## config.mk

```make
export PLATFORM = sky130hd
export DESIGN_NAME = yuyv_to_rgb_converter_unit
export DESIGN_NICKNAME = d
export VERILOG_FILES = /design/src/hdl/y2r_pkg.sv /design/src/hdl/y2r_chroma.sv /design/src/hdl/y2r_pixel.sv /design/src/hdl/yuyv_to_rgb_converter_unit.sv
export VERILOG_INCLUDE_DIRS = /design/src /design/src/hdl
export SDC_FILE = /design/constraint.sdc
export NUM_CORES = 1
export LEC_CHECK = 0
export BUFFER_PORTS_ARGS = -buffer_cell sky130_fd_sc_hd__clkbuf_2
export CAP_MARGIN = 10
export CELL_PAD_IN_SITES_DETAIL_PLACEMENT = 1
export CELL_PAD_IN_SITES_GLOBAL_PLACEMENT = 1
export CORE_MARGIN = 2
export CORE_UTILIZATION = 45
export DETAILED_ROUTE_END_ITERATION = 7
export PLACE_DENSITY_LB_ADDON = 0.1
export SLEW_MARGIN = 20
export SYNTH_ARGS = -nofsm -noshare
export SYNTH_HDL_FRONTEND = slang
export SYNTH_SLANG_ARGS = --single-unit
```

## constraint.sdc

```tcl
create_clock -name clk -period 9.1 [get_ports clk]
set_input_delay 1.82 -clock clk [delete_from_list [all_inputs] [get_ports clk]]
set_output_delay 1.82 -clock clk [all_outputs]
set_load 0.02 [all_outputs]
```

## src/hdl/yuyv_to_rgb_converter_unit_assert.svh

```systemverilog
// ----------------------------------------------------------------------------
// Assertion macros for the YUYV to RGB converter
// Concurrent checks clocked on clk and disabled while rst_n is low.
// ----------------------------------------------------------------------------
`ifndef YUYV_TO_RGB_CONVERTER_UNIT_ASSERT_SVH
`define YUYV_TO_RGB_CONVERTER_UNIT_ASSERT_SVH

`ifndef ASSERT_OFF

// Same-cycle implication
`define Y2R_ASSERT_IMPL(label, ante, cons) \
    label: assert property (@(posedge clk) disable iff (!rst_n) (ante) |-> (cons)) \
        else $error("y2r assertion failed");

// Next-cycle implication
`define Y2R_ASSERT_NEXT(label, ante, cons) \
    label: assert property (@(posedge clk) disable iff (!rst_n) (ante) |=> (cons)) \
        else $error("y2r assertion failed");

`else

`define Y2R_ASSERT_IMPL(label, ante, cons)
`define Y2R_ASSERT_NEXT(label, ante, cons)

`endif

`endif

```

## src/hdl/y2r_pkg.sv

```systemverilog
// ----------------------------------------------------------------------------
// y2r_pkg
// Types, coefficients and the floor/clamp helper for the YUYV to RGB converter.
// ----------------------------------------------------------------------------
package y2r_pkg;

    localparam int FRAC_BITS = 14;
    localparam int SUM_W     = 24;
    localparam int CHAN_W    = 8;

    // Q2.14 coefficients
    localparam logic signed [SUM_W-1:0] COEF_RV = 24'sd23044;
    localparam logic signed [SUM_W-1:0] COEF_GU = 24'sd5661;
    localparam logic signed [SUM_W-1:0] COEF_GV = 24'sd11746;
    localparam logic signed [SUM_W-1:0] COEF_BU = 24'sd29147;

    localparam logic [CHAN_W-1:0] CHAN_MAX = 8'd255;

    typedef logic signed [SUM_W-1:0] sum_t;

    // Chroma contributions shared by both pixels of a macropixel
    typedef struct packed {
        sum_t rv;
        sum_t guv;
        sum_t bu;
    } chroma_terms_t;

    typedef struct packed {
        logic [CHAN_W-1:0] r;
        logic [CHAN_W-1:0] g;
        logic [CHAN_W-1:0] b;
    } rgb_t;

    // Floor-shift by the fraction width, then saturate to 0..255
    function automatic logic [CHAN_W-1:0] floor_clamp(input sum_t sum);
        logic signed [SUM_W-FRAC_BITS-1:0] q;
        q = sum[SUM_W-1:FRAC_BITS];
        if (q[SUM_W-FRAC_BITS-1])
            return '0;
        else if (q[SUM_W-FRAC_BITS-2:CHAN_W] != '0)
            return CHAN_MAX;
        else
            return q[CHAN_W-1:0];
    endfunction

endpackage

```

## src/hdl/y2r_chroma.sv

```systemverilog
// ----------------------------------------------------------------------------
// y2r_chroma
// Removes the chroma offset and forms the coefficient products for Cb and Cr.
// ----------------------------------------------------------------------------
module y2r_chroma
(
    input  logic [7:0]             chroma_blue,
    input  logic [7:0]             chroma_red,
    output y2r_pkg::chroma_terms_t terms
);

    logic signed [8:0] u;
    logic signed [8:0] v;
    y2r_pkg::sum_t     u_ext;
    y2r_pkg::sum_t     v_ext;

    // Subtracting 128 from a byte is a flip of its top bit, read as signed
    assign u = $signed({~chroma_blue[7], ~chroma_blue[7], chroma_blue[6:0]});
    assign v = $signed({~chroma_red[7], ~chroma_red[7], chroma_red[6:0]});

    assign u_ext = {{(y2r_pkg::SUM_W-9){u[8]}}, u};
    assign v_ext = {{(y2r_pkg::SUM_W-9){v[8]}}, v};

    assign terms.rv  = y2r_pkg::sum_t'(v_ext * y2r_pkg::COEF_RV);
    assign terms.guv = y2r_pkg::sum_t'(u_ext * y2r_pkg::COEF_GU + v_ext * y2r_pkg::COEF_GV);
    assign terms.bu  = y2r_pkg::sum_t'(u_ext * y2r_pkg::COEF_BU);

endmodule

```

## src/hdl/y2r_pixel.sv

```systemverilog
// ----------------------------------------------------------------------------
// y2r_pixel
// Adds scaled luma to the shared chroma terms and clamps each channel.
// ----------------------------------------------------------------------------
module y2r_pixel
(
    input  logic [7:0]             luma,
    input  y2r_pkg::chroma_terms_t terms,
    output y2r_pkg::rgb_t          rgb
);

    y2r_pkg::sum_t ys;

    assign ys = $signed({{(y2r_pkg::SUM_W-8-y2r_pkg::FRAC_BITS){1'b0}}, luma,
                         {y2r_pkg::FRAC_BITS{1'b0}}});

    assign rgb.r = y2r_pkg::floor_clamp(y2r_pkg::sum_t'(ys + terms.rv));
    assign rgb.g = y2r_pkg::floor_clamp(y2r_pkg::sum_t'(ys - terms.guv));
    assign rgb.b = y2r_pkg::floor_clamp(y2r_pkg::sum_t'(ys + terms.bu));

endmodule

```

## src/hdl/yuyv_to_rgb_converter_unit.sv

```systemverilog
// ----------------------------------------------------------------------------
// yuyv_to_rgb_converter_unit
// Converts one YUYV macropixel into two RGB888 pixels per transaction.
// ----------------------------------------------------------------------------
//  channel | handshake           | payload
//  --------+---------------------+-------------------------------------------
//  input   | in_valid / in_stall | luma_first, chroma_blue, luma_second,
//          |                     | chroma_red
//  output  | out_valid/out_stall | red_/green_/blue_first, red_/green_/blue_second
//
//  Two register stages: input register, then result register; the products,
//  sums and clamps sit between them. Throughput is one transaction per cycle
//  while out_stall is low. The input register also serves as the skid stage,
//  so in_stall rises only when both stages hold data and out_stall is high.
//  Reset clears the stage valid bits only.
// ----------------------------------------------------------------------------
`include "yuyv_to_rgb_converter_unit_assert.svh"

module yuyv_to_rgb_converter_unit
(
    input  logic       clk,
    input  logic       rst_n,

    input  logic       in_valid,
    output logic       in_stall,
    input  logic [7:0] luma_first,
    input  logic [7:0] chroma_blue,
    input  logic [7:0] luma_second,
    input  logic [7:0] chroma_red,

    output logic       out_valid,
    input  logic       out_stall,
    output logic [7:0] red_first,
    output logic [7:0] green_first,
    output logic [7:0] blue_first,
    output logic [7:0] red_second,
    output logic [7:0] green_second,
    output logic [7:0] blue_second
);

    logic       s1_valid_reg, s1_valid_next;
    logic       s2_valid_reg, s2_valid_next;
    logic [7:0] y0_reg, cb_reg, y1_reg, cr_reg;
    logic       s1_load;
    logic       s2_load;

    y2r_pkg::chroma_terms_t terms;
    y2r_pkg::rgb_t          pix0, pix1;
    y2r_pkg::rgb_t          pix0_reg, pix1_reg;

    // Result stage frees up when empty or being taken
    assign s2_load  = s1_valid_reg && (!s2_valid_reg || !out_stall);
    assign in_stall = s1_valid_reg && s2_valid_reg && out_stall;
    assign s1_load  = in_valid && !in_stall;

    always_comb
    begin
        s1_valid_next = s1_valid_reg;
        if (s1_load)
            s1_valid_next = 1'b1;
        else if (s2_load)
            s1_valid_next = 1'b0;

        s2_valid_next = s2_valid_reg;
        if (s2_load)
            s2_valid_next = 1'b1;
        else if (!out_stall)
            s2_valid_next = 1'b0;
    end

    always_ff @(posedge clk or negedge rst_n)
    begin
        if (!rst_n)
        begin
            s1_valid_reg <= 1'b0;
            s2_valid_reg <= 1'b0;
        end
        else
        begin
            s1_valid_reg <= s1_valid_next;
            s2_valid_reg <= s2_valid_next;
        end
    end

    always_ff @(posedge clk)
    begin
        if (s1_load)
        begin
            y0_reg <= luma_first;
            cb_reg <= chroma_blue;
            y1_reg <= luma_second;
            cr_reg <= chroma_red;
        end
    end

    y2r_chroma u_chroma
    (
        .chroma_blue (cb_reg),
        .chroma_red  (cr_reg),
        .terms       (terms)
    );

    y2r_pixel u_pixel_first
    (
        .luma  (y0_reg),
        .terms (terms),
        .rgb   (pix0)
    );

    y2r_pixel u_pixel_second
    (
        .luma  (y1_reg),
        .terms (terms),
        .rgb   (pix1)
    );

    always_ff @(posedge clk)
    begin
        if (s2_load)
        begin
            pix0_reg <= pix0;
            pix1_reg <= pix1;
        end
    end

    assign out_valid    = s2_valid_reg;
    assign red_first    = pix0_reg.r;
    assign green_first  = pix0_reg.g;
    assign blue_first   = pix0_reg.b;
    assign red_second   = pix1_reg.r;
    assign green_second = pix1_reg.g;
    assign blue_second  = pix1_reg.b;

    // An accepted transaction always lands in the input register
    `Y2R_ASSERT_NEXT(a_accept_fills_s1, in_valid && !in_stall, s1_valid_reg)
    // Upstream is held off only when both stages are full
    `Y2R_ASSERT_IMPL(a_stall_only_when_full, in_stall, s1_valid_reg && s2_valid_reg)
    // A waiting input stage moves into an empty result stage
    `Y2R_ASSERT_NEXT(a_s1_drains_to_s2, s1_valid_reg && !s2_valid_reg, s2_valid_reg)
    // A taken result with nothing behind it leaves the output empty
    `Y2R_ASSERT_NEXT(a_output_empties, s2_valid_reg && !out_stall && !s1_valid_reg,
                     !s2_valid_reg)

endmodule
```

### Word-level counts from Yosys, hierarchy flattened

Index checks and enable logic that the tools add are counted.

* add/sub/neg operators: 7
* equality and inequality tests: 1
* reductions and logical operators: 9
* multiplexer cells: 10
* multipliers: 4
* bitwise operators: 2

Operators by type and width (number)
* 23-bit by 24-bit adder with 24-bit output: 4
* 8-bit by 14-bit multiplier with 22-bit output (second input constant): 3
* 8-bit 2-to-1 mux: 6
* 23-bit by 24-bit subtractor with 24-bit output: 2
* 24-bit adder: 1
* 8-bit by 16-bit multiplier with 24-bit output (second input constant): 1
* 1-bit logical AND: 4
* 1-bit 2-to-1 mux: 4
* 1-bit logical NOT: 3
* 2-bit by 1-bit != test with 1-bit output (second input constant): 1
* 1-bit NOT: 2
* 2-bit nonzero test: 1
* 1-bit logical OR: 1

* output and inout port bits: 50
* register bits after elaboration: 82
* input port bits: 36
* logic and storage cells: 45

### Depth between registers and ports, before layout

* word-level depth: 5
* depth in mapped cells: 34
* mapped depth without buffers: 34

### Cells and area by module

A second synthesis with hierarchy kept.

* cells, all modules: 1294
* area total of the unflattened synthesis: 12757.2 um2

Modules (own cells, without submodules)
* y2r_chroma: area an instance 7619.8 um2, times used 1, seq. area each 0.0 um2, cells each 856
* y2r_pixel: area an instance 1321.3 um2, times used 2, seq. area each 0.0 um2, cells each 175
* yuyv_to_rgb_converter_unit: area an instance 2494.9 um2, times used 1, seq. area each 2452.4 um2, cells each 88

### Least setup slack after synthesis

No wires, ideal clock.

* kind: register to register
* start: reg cb_reg[2]
* end: reg pix0_reg (netlist bit green_first[5]), data pin
* path buffers: 0
* cell stages (with the launch flop): 31
* arrival time: 7.282 ns
* data required time: 8.960 ns
* setup time: 0.140 ns
* clock period less this slack: 7.422 ns
* slack: 1.678 ns
* cell sequence: edfxtp_1 fa_1 ha_1 inv_1 fa_1 fa_1 inv_1 ha_1 nor2b_1 o21ai_0 a21boi_0 o21ai_0 a21boi_0 o21ai_0 nand2b_1 a311oi_1 xnor2_1 ha_1 or3_1 o21ai_0 o311ai_2 nand2_1 xor2_1 ha_1 a21o_2 a21o_2 a211o_1 a41o_2 and4_4 nor4_4 a21boi_2

* cells in the longest elaborated chain, start to end: 4

Ends and longest elaborated chain
* start: declaration: RTL line yuyv_to_rgb_converter_unit.sv:43 `logic [7:0] y0_reg, cb_reg, y1_reg, cr_reg;`
* start signal: assignment: RTL line yuyv_to_rgb_converter_unit.sv:90 `cb_reg <= chroma_blue;`
* 8-bit by 14-bit multiplier with 22-bit output *: RTL line y2r_chroma.sv:25 `assign terms.guv = y2r_pkg::sum_t'(u_ext * y2r_pkg::COEF_GU + v_ext * y2r_pkg::COEF_GV);`
* 24-bit adder *: RTL line y2r_chroma.sv:25
* 23-bit by 24-bit subtractor with 24-bit output *: RTL line y2r_pixel.sv:18 `assign rgb.g = y2r_pkg::floor_clamp(y2r_pkg::sum_t'(ys - terms.guv));`
* 8-bit 2-to-1 mux: RTL line y2r_pkg.sv:40 `else if (q[SUM_W-FRAC_BITS-2:CHAN_W] != '0)`
* end signal: assignment: RTL line yuyv_to_rgb_converter_unit.sv:121 `pix0_reg <= pix0;`
* end: declaration: RTL line yuyv_to_rgb_converter_unit.sv:49 `y2r_pkg::rgb_t pix0_reg, pix1_reg;`

Mark *: on every way between the ends. The rest lies on a longest branch, timed or not.
A chain may end at the register's enable or synchronous reset.

### Worst setup path in the final report

* start: reg cr_reg[7]
* end: reg pix0_reg (netlist bit green_first[3]), data pin

* cells in the longest elaborated chain, start to end: 5

Ends and longest elaborated chain
* start: declaration: RTL line yuyv_to_rgb_converter_unit.sv:43
* start signal: assignment: RTL line yuyv_to_rgb_converter_unit.sv:92 `cr_reg <= chroma_red;`
* 1-bit NOT *: RTL line y2r_chroma.sv:19 `assign v = $signed({~chroma_red[7], ~chroma_red[7], chroma_red[6:0]});`
* 8-bit by 14-bit multiplier with 22-bit output *: RTL line y2r_chroma.sv:25
* 24-bit adder *: RTL line y2r_chroma.sv:25
* 23-bit by 24-bit subtractor with 24-bit output *: RTL line y2r_pixel.sv:18
* 8-bit 2-to-1 mux: RTL line y2r_pkg.sv:40

Marked as above.

==> results by group <==
GRT
  • Overall global routing resource usage: 22.1%
  • Number of global-route vias before repair: 9739
  • Antenna violations before repair: 0
  • Largest net degree at the start of global routing: 49
  • Global-route wire length before repair: 49300 um
  • Total overflow reported by the global router: 0

Logic synthesis
  • Top FF cell, synth: sky130_fd_sc_hd__edfxtp_1
  • Synth Area per Inst: 9.84 um^2
  • Fraction of synthesized cell area taken by the top area cell type: 24.9%
  • Net count after synthesis: 1579
  • Area contributors post-synth: sky130_fd_sc_hd__ha_1 (25%), sky130_fd_sc_hd__edfxtp_1 (20%), sky130_fd_sc_hd__fa_1 (15%)
  • Synth async-reset ratio: 2.44%
  • Cell type contributing the most total cell area after synthesis: sky130_fd_sc_hd__ha_1
  • Number of synthesized register bits: 82
  • Number of enable-type register cells in the synthesized netlist: 80
  • Ranking of synthesized cells by instance count: sky130_fd_sc_hd__ha_1 (238), sky130_fd_sc_hd__inv_1 (230), sky130_fd_sc_hd__a21oi_1 (95)
  • Proportion of synthesized chip area in sequential cells: 20.5%
  • Most instantiated library cell after synthesis: sky130_fd_sc_hd__ha_1
  • Synthesis Warnings: 0
  • Post-synthesis instance total: 1216
  • Count of distinct cell types in the synthesized netlist: 82
  • Post-Syn Area: 12000 um^2

Run
  • Total of max-cap violations: 0

Critical path
  • Setup crit start kind: flip-flop
  • Cell repeated most along the worst path: sky130_fd_sc_hd__inv_1
  • Req. time, crit path: 9300 ps
  • Critical path launch point: cr_reg[7]
  • Arrival time at the worst endpoint: 8480 ps
  • Number of buffers and inverters on the critical path: 5
  • Slowest cell on the critical path: sky130_fd_sc_hd__edfxtp_1
  • Path type of the worst setup path: flip-flop to flip-flop
  • Peak fanout along the critical path: 13
  • Worst Reg-to-Reg Cells: 31
  • CP Capture Type: flip-flop
  • Worst reg2reg setup slack: 830 ps
  • Worst r2r dst: green_first[3]
  • Reg-to-Reg Start: cr_reg[7]
  • Critical path's largest stage delay: ~640 ps
  • CP delay by family, top: adder cells

Placed design
  • Placed wire-length estimate after detailed placement: 25100 um
  • Routability congestion estimate: roughly 0.86
  • Number of port buffers: 85

CTS
  • Hold_buf cts: 0
  • Clock tree root buffer cell: sky130_fd_sc_hd__clkbuf_16
  • CTS-repair resized insts: 0
  • Post-CTS setup-driven buffer insertion count: 0
  • H-tree levels: 3
  • Maximum buffer depth of the clock tree: 2
  • Clock buffer count from CTS: 9
  • Clock insertion delay at the later pin of the skew report: approximately 360 ps
  • # clock sinks: 82
  • TritonCTS clock tree: yes
  • Clock-pin slew on the worst setup and hold paths: 70 ps

Detailed routing
  • # DRC: 0
  • Average vias per placed instance: between 5 and 6
  • Number of routed nets with antenna violations: 0
  • First-pass iteration count of the detailed router: 5
  • Vias after detailed routing: 8879
  • Post-detailed-route wirelength per cell: 18.0 um
  • Initial detailed-routing violation count: 356
  • DRT Wirelength: 29600 um

Hold path
  • Endpoint of the worst hold-timing path: out_valid
  • HP Start: s1_valid_reg
  • Worst hold path class: flip-flop to flip-flop
  • Hold path depth: 1

Finish
  • Area overhead of the layout relative to synthesis: 9.65%
  • Ratio of cells with drive above 1 in the final layout: 10.7%
  • ANT cells: 0
  • Fill cells: 2984
  • Number of nets in the finished design: around 1.7k

Floorplan
  • Count of pins on the block boundary: 86
  • Starting density of the core: 45.9%
  • Floorplan core area: approximately 26000 um^2
  • Width of the die: 167 um
  • Die footprint: approximately 28000 um^2
  • Row count: 59
  • Die H: 167 um

STA
  • Transition time at the pin with the least slew margin: 969 ps
  • Final number of setup-violating endpoints: 0
  • Max-slew headroom at the worst pin: 35.4%
  • Post-route setup TNS: 0 ps
  • Maximum achievable frequency: around 0.12 GHz
  • Period utilisation layout: a little over 90%
  • Clock tree skew after final layout: ~14 ps
  • Setup repair after global routing missed its margin: false
  • Clock period minus final worst setup slack: 8270 ps
  • Number of slew-limit violations in the final report: 0
  • Total count of hold-check failures in the final report: 0

Run status
  • Status: complete, no violations
metal layers:
layer,GRT usage (%),share of wire (%)
met5,0,0
met4,5.88,2.4
met3,2.38,2.4
met2,38.6,48
met1,29.1,47
final cells by class:
type                            count  area, um^2  area share (%)
Inverter                          230         863            6.58
Timing Repair Buffer               90         463            3.53
Multi-Input combinational cell    896        8620            65.7
Clock buffer                       10         229            1.75
Clock inverter                      6        71.3           0.544
Sequential cell                    82        2450            18.7
Tap cell                          335         419            3.20
how the worst max path moves through the flow:
| stage | to | depth (start not counted) | slack, ps |
|---|---|---|---|
| after floorplan | green_first[5] | 30 | 1680 |
| after global placement | green_first[1] | 31 | 1070 |
| after detailed placement | green_first[3] | 31 | 840 |
| after CTS | green_first[3] | 31 | 800 |
| after global routing | green_second[6] | 32 | 20 |
| final | green_first[3] | 31 | 830 |
kinds of logic after synthesis:
family | Yosys count | share of synthesized area, %
multiplexers | 2 | 0.167
AO/OA/AOI/OAI | 282 | 16.8
AND/OR/NAND/NOR | 192 | 8.09
flip-flops | 82 | 20.5
adder cells (fa/ha/maj) | 327 | 39.8
XOR/XNOR | 93 | 7.04
buffers and inverters | 238 | 7.59
cells in the final DEF, fill, tap and decap left out, types with 35 or more instances in the layout:
| cell type | Yosys | layout |
|---|---|---|
| sky130_fd_sc_hd__clkbuf_2 | 0 | 85 |
| sky130_fd_sc_hd__fa_1 | 89 | 89 |
| sky130_fd_sc_hd__xnor2_1 | 69 | 69 |
| sky130_fd_sc_hd__inv_1 | 230 | 230 |
| sky130_fd_sc_hd__nand2_1 | 35 | 35 |
| sky130_fd_sc_hd__a21oi_1 | 95 | 95 |
| sky130_fd_sc_hd__ha_1 | 238 | 238 |
| sky130_fd_sc_hd__nor2_1 | 61 | 61 |
| sky130_fd_sc_hd__edfxtp_1 | 80 | 80 |
metrics by stage:
step                      cells  hold slack [ps]  worst slack [ps]  area, um^2  util, %
final                      1649              503               826       13100     50.3
after global routing       1649              545              21.0       13100     50.3
after CTS                  1649              506               799       13100     50.3
after detailed placement   1633              489               836       12800     49.2
after global placement     1633              463              1070       12800     49.2
after floorplan            1216              444              1680       12000        -
worst reg2reg max path: cells and delay by family, from the launching register on:
kind	cells	cell delay [ps]
adder cells (fa/ha/maj)	7	3190
AND/OR/NAND/NOR	7	1150
AO/OA/AOI/OAI	10	2100
flip-flops	1	640
XOR/XNOR	2	410
buffers and inverters	5	620
Power is not shown: default switching activity piles up to over one toggle a cycle in this logic, so the estimate is an artifact.
